===== config.mk =====
export PLATFORM = sky130hd
export DESIGN_NAME = biphase_ir_frame_receiver
export DESIGN_NICKNAME = d
export VERILOG_FILES = /design/src/hdl/biph_pkg.sv /design/src/hdl/biphase_ir_frame_receiver.sv
export SDC_FILE = /design/constraint.sdc
export NUM_CORES = 1
export LEC_CHECK = 0
export ABC_AREA = 0
export BUFFER_PORTS_ARGS = -buffer_cell sky130_fd_sc_hd__buf_2
export CORE_MARGIN = 4
export CORE_UTILIZATION = 45
export DETAILED_ROUTE_END_ITERATION = 16
export PLACE_DENSITY = 0.62
export SLEW_MARGIN = 20
export SYNTH_ARGS = -nofsm -noshare
export SYNTH_HDL_FRONTEND = slang
export SYNTH_SLANG_ARGS = --single-unit

===== constraint.sdc =====
create_clock -name clk_i -period 5.75 [get_ports clk_i]
set_input_delay 0.2875 -clock clk_i [delete_from_list [all_inputs] [get_ports clk_i]]
set_output_delay 0.2875 -clock clk_i [all_outputs]
set_load 0.05 [all_outputs]

===== src/hdl/biph_pkg.sv =====
`default_nettype none

package biph_pkg;

  // Item kinds carried in the mode field.
  localparam logic MODE_EDGE = 1'b0;
  localparam logic MODE_READ = 1'b1;

  // Edge interval classes. Every other code is a bad edge.
  localparam logic [1:0] CLS_SHORT = 2'd1;
  localparam logic [1:0] CLS_LONG  = 2'd2;

  // Frame length register: reset value and legal range.
  localparam logic [4:0] FRAME_LEN_RESET = 5'd14;
  localparam logic [4:0] FRAME_LEN_MIN   = 5'd2;
  localparam logic [4:0] FRAME_LEN_MAX   = 5'd16;

  localparam int unsigned WORD_W = 16;

  typedef struct packed {
    logic       mode;
    logic [1:0] pulse_class;
    logic       timeout;
  } in_t;

  typedef struct packed {
    logic              frame_valid;
    logic [WORD_W-1:0] frame_word;
    logic              frame_done;
    logic              overflow;
    logic [3:0]        queued_frames;
  } out_t;

endpackage

`default_nettype wire


===== src/hdl/biphase_ir_frame_receiver.sv =====
// Channel | Direction | Handshake                    | Payload
// in      | input     | in_valid_i / in_ready_o      | in_data_i  (biph_pkg::in_t)
// out     | output    | out_valid_o / out_ready_i    | out_data_o (biph_pkg::out_t)
// cfg     | input     | cfg_valid_i / cfg_ready_o    | cfg_data_i (frame length, 5 bits)
//
// One item per cycle is sustained while the output is not stalled; a result passes
// through the memory read stage, which holds the synchronous read of the frame
// memory, and then the output register. Reset clears the decoder, the queue
// pointers and the fill count; the frame memory is not cleared, since only written
// entries are ever popped. A stalled output holds its result while one more item
// can still enter the memory read stage; after that the input stalls too.

`default_nettype none

module biphase_ir_frame_receiver #(
  parameter int unsigned QUEUE_DEPTH = 8
) (
  input  wire                  clk_i,
  input  wire                  rst_ni,
  input  wire                  in_valid_i,
  output logic                 in_ready_o,
  input  wire biph_pkg::in_t   in_data_i,
  output logic                 out_valid_o,
  input  wire                  out_ready_i,
  output biph_pkg::out_t       out_data_o,
  input  wire                  cfg_valid_i,
  output logic                 cfg_ready_o,
  input  wire [4:0]            cfg_data_i
);
  import biph_pkg::*;

  localparam int unsigned PtrW  = (QUEUE_DEPTH > 1) ? $clog2(QUEUE_DEPTH) : 1;
  localparam int unsigned FillW = $clog2(QUEUE_DEPTH + 1);

  localparam logic [2:0] PH_START  = 3'd0;
  localparam logic [2:0] PH_MID1   = 3'd1;
  localparam logic [2:0] PH_START1 = 3'd2;
  localparam logic [2:0] PH_MID0   = 3'd3;
  localparam logic [2:0] PH_START0 = 3'd4;

  // The bit count stops at its top value, which no legal frame length reaches,
  // so a frame that outgrew a shortened length never completes.
  localparam logic [4:0] CNT_TOP = 5'd31;

  // Configuration
  logic [4:0] frame_len_q;
  logic [4:0] frame_len;

  assign cfg_ready_o = 1'b1;

  always_ff @(posedge clk_i or negedge rst_ni) begin
    if (!rst_ni) begin
      frame_len_q <= FRAME_LEN_RESET;
    end else if (cfg_valid_i) begin
      frame_len_q <= cfg_data_i;
    end
  end

  always_comb begin
    if (frame_len_q < FRAME_LEN_MIN) begin
      frame_len = FRAME_LEN_MIN;
    end else if (frame_len_q > FRAME_LEN_MAX) begin
      frame_len = FRAME_LEN_MAX;
    end else begin
      frame_len = frame_len_q;
    end
  end

  // Pipeline control
  logic in_acc;
  logic s1_valid_q;
  logic s1_move;

  assign s1_move    = s1_valid_q && (!out_valid_o || out_ready_i);
  assign in_ready_o = !s1_valid_q || s1_move;
  assign in_acc     = in_valid_i && in_ready_o;

  // Decoder and queue control state
  logic [2:0]        phase_q, phase_d;
  logic [WORD_W-1:0] shift_q, shift_d;
  logic [4:0]        count_q, count_d;
  logic [PtrW-1:0]   rd_ptr_q, rd_ptr_d;
  logic [PtrW-1:0]   wr_ptr_q, wr_ptr_d;
  logic [FillW-1:0]  fill_q, fill_d;

  logic [2:0]        ph;
  logic [4:0]        cnt;
  logic [WORD_W-1:0] wrd;
  logic              is_read;
  logic              pop;
  logic              push;
  logic              ovf;
  logic              q_full;
  logic [FillW+3:0]  fill_ext;
  out_t              res;

  assign is_read = (in_data_i.mode == MODE_READ);
  assign q_full  = (fill_q == FillW'(QUEUE_DEPTH));

  always_comb begin
    ph      = phase_q;
    cnt     = count_q;
    wrd     = shift_q;
    pop     = 1'b0;
    push    = 1'b0;
    ovf     = 1'b0;
    phase_d = phase_q;
    count_d = count_q;
    shift_d = shift_q;

    if (is_read) begin
      pop = (fill_q != '0);
    end else begin
      if (in_data_i.timeout) begin
        ph  = PH_START;
        cnt = 5'd0;
      end
      case (ph)
        PH_MID1: begin
          if (in_data_i.pulse_class == CLS_SHORT) begin
            ph = PH_START1;
          end else if (in_data_i.pulse_class == CLS_LONG) begin
            wrd = {wrd[WORD_W-2:0], 1'b0};
            cnt = (cnt == CNT_TOP) ? cnt : cnt + 5'd1;
            ph  = PH_MID0;
          end else begin
            ph  = PH_START;
            cnt = 5'd0;
          end
        end
        PH_START1: begin
          if (in_data_i.pulse_class == CLS_SHORT) begin
            wrd = {wrd[WORD_W-2:0], 1'b1};
            cnt = (cnt == CNT_TOP) ? cnt : cnt + 5'd1;
            ph  = PH_MID1;
          end else begin
            ph  = PH_START;
            cnt = 5'd0;
          end
        end
        PH_MID0: begin
          if (in_data_i.pulse_class == CLS_SHORT) begin
            ph = PH_START0;
          end else if (in_data_i.pulse_class == CLS_LONG) begin
            wrd = {wrd[WORD_W-2:0], 1'b1};
            cnt = (cnt == CNT_TOP) ? cnt : cnt + 5'd1;
            ph  = PH_MID1;
          end else begin
            ph  = PH_START;
            cnt = 5'd0;
          end
        end
        PH_START0: begin
          if (in_data_i.pulse_class == CLS_SHORT) begin
            wrd = {wrd[WORD_W-2:0], 1'b0};
            cnt = (cnt == CNT_TOP) ? cnt : cnt + 5'd1;
            ph  = PH_MID0;
          end else begin
            ph  = PH_START;
            cnt = 5'd0;
          end
        end
        default: begin
          // The first edge of a frame supplies the leading one, whatever its class.
          wrd = WORD_W'(1);
          cnt = 5'd1;
          ph  = PH_MID1;
        end
      endcase
      if (cnt == frame_len) begin
        push = !q_full;
        ovf  = q_full;
        ph   = PH_START;
        cnt  = 5'd0;
      end
      phase_d = ph;
      count_d = cnt;
      shift_d = wrd;
    end

    rd_ptr_d = rd_ptr_q;
    wr_ptr_d = wr_ptr_q;
    fill_d   = fill_q;
    if (pop) begin
      rd_ptr_d = (rd_ptr_q == PtrW'(QUEUE_DEPTH - 1)) ? '0 : rd_ptr_q + PtrW'(1);
      fill_d   = fill_q - FillW'(1);
    end
    if (push) begin
      wr_ptr_d = (wr_ptr_q == PtrW'(QUEUE_DEPTH - 1)) ? '0 : wr_ptr_q + PtrW'(1);
      fill_d   = fill_q + FillW'(1);
    end

    fill_ext          = {4'd0, fill_d};
    res.frame_valid   = pop;
    res.frame_word    = '0;
    res.frame_done    = push;
    res.overflow      = ovf;
    res.queued_frames = fill_ext[3:0];
  end

  always_ff @(posedge clk_i or negedge rst_ni) begin
    if (!rst_ni) begin
      phase_q  <= PH_START;
      shift_q  <= '0;
      count_q  <= '0;
      rd_ptr_q <= '0;
      wr_ptr_q <= '0;
      fill_q   <= '0;
    end else if (in_acc) begin
      phase_q  <= phase_d;
      shift_q  <= shift_d;
      count_q  <= count_d;
      rd_ptr_q <= rd_ptr_d;
      wr_ptr_q <= wr_ptr_d;
      fill_q   <= fill_d;
    end
  end

  // Frame memory. A pop only reads an entry written by an earlier transaction,
  // which the write port has already committed, so no forwarding is needed.
  logic [WORD_W-1:0] store_q [QUEUE_DEPTH];
  logic [WORD_W-1:0] rd_data_q;

  always_ff @(posedge clk_i) begin
    if (in_acc && push) begin
      store_q[wr_ptr_q] <= wrd;
    end
    if (in_acc && pop) begin
      rd_data_q <= store_q[rd_ptr_q];
    end
  end

  // Memory read stage
  out_t s1_res_q;
  out_t s1_out;

  always_ff @(posedge clk_i or negedge rst_ni) begin
    if (!rst_ni) begin
      s1_valid_q <= 1'b0;
    end else if (in_acc) begin
      s1_valid_q <= 1'b1;
    end else if (s1_move) begin
      s1_valid_q <= 1'b0;
    end
  end

  always_ff @(posedge clk_i) begin
    if (in_acc) begin
      s1_res_q <= res;
    end
  end

  always_comb begin
    s1_out            = s1_res_q;
    s1_out.frame_word = s1_res_q.frame_valid ? rd_data_q : '0;
  end

  // Output register
  logic out_valid_q;
  out_t out_q;

  always_ff @(posedge clk_i or negedge rst_ni) begin
    if (!rst_ni) begin
      out_valid_q <= 1'b0;
    end else if (s1_move) begin
      out_valid_q <= 1'b1;
    end else if (out_ready_i) begin
      out_valid_q <= 1'b0;
    end
  end

  always_ff @(posedge clk_i) begin
    if (s1_move) begin
      out_q <= s1_out;
    end
  end

  assign out_valid_o = out_valid_q;
  assign out_data_o  = out_q;

  // Checks
  a_fill_bound: assert property (@(posedge clk_i) disable iff (!rst_ni)
    fill_q <= FillW'(QUEUE_DEPTH))
    else $error("queue fill count exceeds depth");

  a_pop_decrements: assert property (@(posedge clk_i) disable iff (!rst_ni)
    (in_acc && is_read && fill_q != '0) |=> (fill_q == $past(fill_q) - FillW'(1)))
    else $error("pop did not lower fill count");

  a_done_xor_ovf: assert property (@(posedge clk_i) disable iff (!rst_ni)
    out_valid_o |-> !(out_data_o.frame_done && out_data_o.overflow) &&
                    !(out_data_o.frame_valid && out_data_o.frame_done))
    else $error("conflicting result flags");

  a_phase_legal: assert property (@(posedge clk_i) disable iff (!rst_ni)
    phase_q <= PH_START0)
    else $error("decoder phase holds an unused code");

endmodule

`default_nettype wire

==> results.txt <==
----------------------------------------------------
[Clock tree]
  Worst-Skew Late Latency ... 0.50 ns
  Clock tree from TritonCTS ... done
  Htree depth ... 1
  Clock buffer depth ... 3
  # clock sinks ... 215
  Clk Tree Root Cell ... sky130_fd_sc_hd__clkbuf_16
  Resized Gates After CTS ... 0
  Cts bufs inserted ... 24
  Clock edge transition at the registers on the reported setup and hold paths ... 0.06 ns

[Place]
  Final estimated routing congestion in global placement ... 0.824
  Detailed Place HPWL ... 10.7 mm
  Number of buffers added on ports ... 38
  Standard cell area after detailed placement ... 9570 sq um

[Yosys]
  Compound-gate portion of the synthesized area ... 8.51%
  Dominant cell by count in the synthesized netlist ... sky130_fd_sc_hd__edfxtp_1
  Sequential-to-total area share from yosys stat ... 68.5%
  Largest cells by area after synthesis ... sky130_fd_sc_hd__edfxtp_1 57%, sky130_fd_sc_hd__dfrtp_1 10%, sky130_fd_sc_hd__mux4_2 7.9%
  Count of state elements after synthesis ... 215
  Synthesized-area fraction occupied by adder cells ... 1.23%
  Most frequently used flop master after synthesis ... sky130_fd_sc_hd__edfxtp_1
  Number of warnings printed during yosys synthesis ... 0
  Post-Synth Simple-Gate Area ... 7.79%
  Post-Syn Nets ... 580
  Average size of a mapped cell ... 16.4 sq um
  Fraction of synthesis flops using an asynchronous set or reset pin ... 19.1%
  Post-synthesis mux area share ... 11.1%
  Number of flops mapped to enable cells by yosys ... 174
  Top-area cell type share of the netlist area ... 57.3%
  Cell variety after synth ... 77
  Most instantiated cells after synthesis ... 174 x sky130_fd_sc_hd__edfxtp_1, 38 x sky130_fd_sc_hd__dfrtp_1, 32 x sky130_fd_sc_hd__a22o_1, 32 x sky130_fd_sc_hd__mux4_2, 27 x sky130_fd_sc_hd__nand2_1
  XOR/XNOR Fraction of Synth Area ... 0.288%
  Cell area after synthesis ... 9130 sq um
  Largest family of logic cells by synthesized area ... multiplexers
  Largest area contributor in the netlist ... sky130_fd_sc_hd__edfxtp_1
  Instance count of the mapped netlist ... 557

[Setup path]
  R2r startpoint ... phase_q[0]$_DFFE_PN0P_
  Worst setup EP type ... flip-flop
  Crit path from ... phase_q[0]$_DFFE_PN0P_
  Maximum fanout count along the critical path ... 17
  CP Data Required Time ... 5.88 ns
  Critical path start-end classification ... flip-flop to flip-flop
  Worst path arrival time ... 4.18 ns
  Crit start category ... flip-flop

[STA]
  Worst slew margin relative to its limit ... 29.4%
  Highest achievable clock rate ... 247 MHz
  Final Hold Vio Count ... 0
  Post-route clock period utilization ... 70.5%
  Slew at the pin with the worst max-slew slack ... 1.06 ns
  Fin Clk Skew ... 0.00880 ns
  Fin Hold WS ... 0.0149 ns
  Aggregate negative setup slack ... 0 ns
  Final number of max-transition violations ... 0
  Setup repair after global routing missed its margin ... false
  Setup Viol. Count Final ... 0
  Clock period minus worst slack ... 4.05 ns

[Finish]
  Final core utilization ... 52.8%
  Ratio of cells with drive above 1 in the final layout ... 25.3%
  Count of nets after finishing ... 621
  Antenna Diode Count ... 0
  Area of all placed cells without fillers ... 10,400 sq um
  Count of filler cells inserted in the layout ... 1,544
  Area added between synthesis and finish ... 14.1%

[Worst hold path]
  Hold WC Path Type ... input port to flip-flop
  Worst Min Path Start ... cfg_data_i[2]

[Power and ir drop]
  Pwr per Cell Area ... 393 nW/um^2
  Cell Int Power ... 0.00306 W
  Maximum VDD drop ... 0.000230 V
  Relative contribution of the clock network to total power ... 37.3%
  Leakage power total ... 3.64 nW
  Combinational cell fraction of total power ... 16.6%
  Reported net switching power ... 0.00103 W
  Sum of internal, switching and leakage power ... 0.00409 W
  Sequential power share ... 46.1%
  Switching portion of total power ... 25.2%

[Global routing]
  Number of antenna violations at the first check in global routing ... 0
  Maximum number of pins on one net before global-route repair ... 42
  Total gr overflow ... 0
  Global-route wire length before repair ... 27.4 mm
  Vias in the first global route ... 5,017
  Overall fraction of global-route tracks in use ... 15.3%

[Drt]
  Number of routed nets with antenna violations ... 0
  Number of violations reported at the end of detailed-routing iteration 0 ... 299
  Number of design rule violations left after detail routing ... 0
  Vias after detailed routing ... 4,855
  Final Routed Wirelength ... 16.6 mm
  Number of search-and-repair iterations in the first detailed-routing pass ... 5
  Detailed-route wire length per cell ... 18.8 um
  Post-detailed-route via-to-cell ratio ... 5.51

[Floorplan]
  Chip height ... 150 um
  Die area ... 22,600 sq um
  Top-level I/O count ... 40
  Die X-Extent ... 150 um
  Floorplan row count ... 51
  Initial cell density of the core ... 46.3%
  Placeable core region ... 19,700 sq um

[Status]
  Status ... finished, final reports clean

[Run]
  Max_cap viols ... 0

----------------------------------------------------
cells in the final DEF (no fill, tap or decap), drive strengths merged, types with 6 or more instances in the layout:
cell / synthesis / layout
a21o: 6 / 6
a21oi: 10 / 10
a22o: 32 / 32
and2: 19 / 19
buf: 12 / 46
clkbuf: 22 / 39
dfrtp: 38 / 38
edfxtp: 174 / 174
ha: 9 / 9
inv: 17 / 17
mux2: 24 / 24
mux4: 32 / 32
nand2: 28 / 28
nand2b: 6 / 6
nand3: 11 / 11
nor2: 12 / 12
nor3: 8 / 8
o21ai: 18 / 18
o31ai: 6 / 6
cell type report:
type,instances,area [sq um],share of cell area (%)
Sequential cell,215,6260,60.1
Multi-Input combinational cell,290,2670,25.6
Clock buffer,39,729,7.00
Tap cell,265,332,3.18
Timing Repair Buffer,49,280,2.69
Clock inverter,5,81.3,0.781
Inverter,18,67.6,0.649
flip-flops by register name, summed over array words and instances (netlist names), 4 cells and up:
name	flops
frame_len_q	5
count_q	5
out_data_o	23
s1_out	7
fill_q	4
rd_data_q	16
shift_q	16
store_q	128
through the flow:
stage	worst slack [ns]	instances
3_5_place_dp	1.34	834
3_3_place_gp	1.42	834
5_1_grt	1.35	881
2_1_floorplan	1.56	557
4_1_cts	1.49	881
6_report	1.70	881
final timing paths:
| check | end | slack, ns | cells after the start |
|---|---|---|---|
| worst max-delay path | store_q[5][7]$_DFFE_PP_ | 1.70 | 8 |
| worst min-delay path | frame_len_q[2]$_DFFE_PN1P_ | 0.01 | 3 |
| worst max register to register | store_q[5][7]$_DFFE_PP_ | 1.70 | 8 |
| worst min register to register | out_data_o[3]$_DFFE_PP_ | 0.42 | 0 |
| max in group asynchronous | rd_ptr_q[0]$_DFFE_PN0P_ | 4.58 | 2 |
| min in group asynchronous | fill_q[3]$_DFFE_PN0P_ | 0.49 | 2 |
power groups by stage:
stage | Sequential (W) | Combinational [W] | Clock (W)
after floorplan | 0.00193 | 0.000536 | 0
after global placement | 0.00191 | 0.000677 | 0
after detailed placement | 0.00192 | 0.000684 | 0
after CTS | 0.00188 | 0.000694 | 0.00156
after global routing | 0.00190 | 0.000749 | 0.00164
final | 0.00189 | 0.000681 | 0.00153
timing repair:
item,4_1_cts,5_1_grt
setup buffers,0,0
endpoints found under the hold margin,40,0
hold buffers,3,0
metal layers:
layer	vias up	GRT usage, %	wire (um)
li1	2272	-	-
met4	0	4.07	274
met1	2449	21.4	7540
met5	-	0	0
met2	111	25.5	8070
met3	23	2.11	701
logic make-up (layout without fill, tap and decap cells):
family | after synthesis | in the layout
multiplexers | 58 | 58
AND/OR/NAND/NOR | 119 | 119
buffers and inverters | 52 | 111
AO/OA/AOI/OAI | 100 | 100
XOR/XNOR | 3 | 3
other | 1 | 1
flip-flops | 215 | 215
adder cells (fa/ha/maj) | 9 | 9
critical path: stages, from the launching register on:
cell and delay (ns):
sky130_fd_sc_hd__dfrtp_1 0.62, sky130_fd_sc_hd__nand2_1 0.20, sky130_fd_sc_hd__o32ai_2 0.73, sky130_fd_sc_hd__a21o_1 0.26
sky130_fd_sc_hd__a21boi_2 0.09, sky130_fd_sc_hd__nor4_4 0.37, sky130_fd_sc_hd__o21a_1 0.43, sky130_fd_sc_hd__nand3_2 0.23
sky130_fd_sc_hd__nor3b_4 0.73
Note: power is estimated with default switching activity, not from simulation.
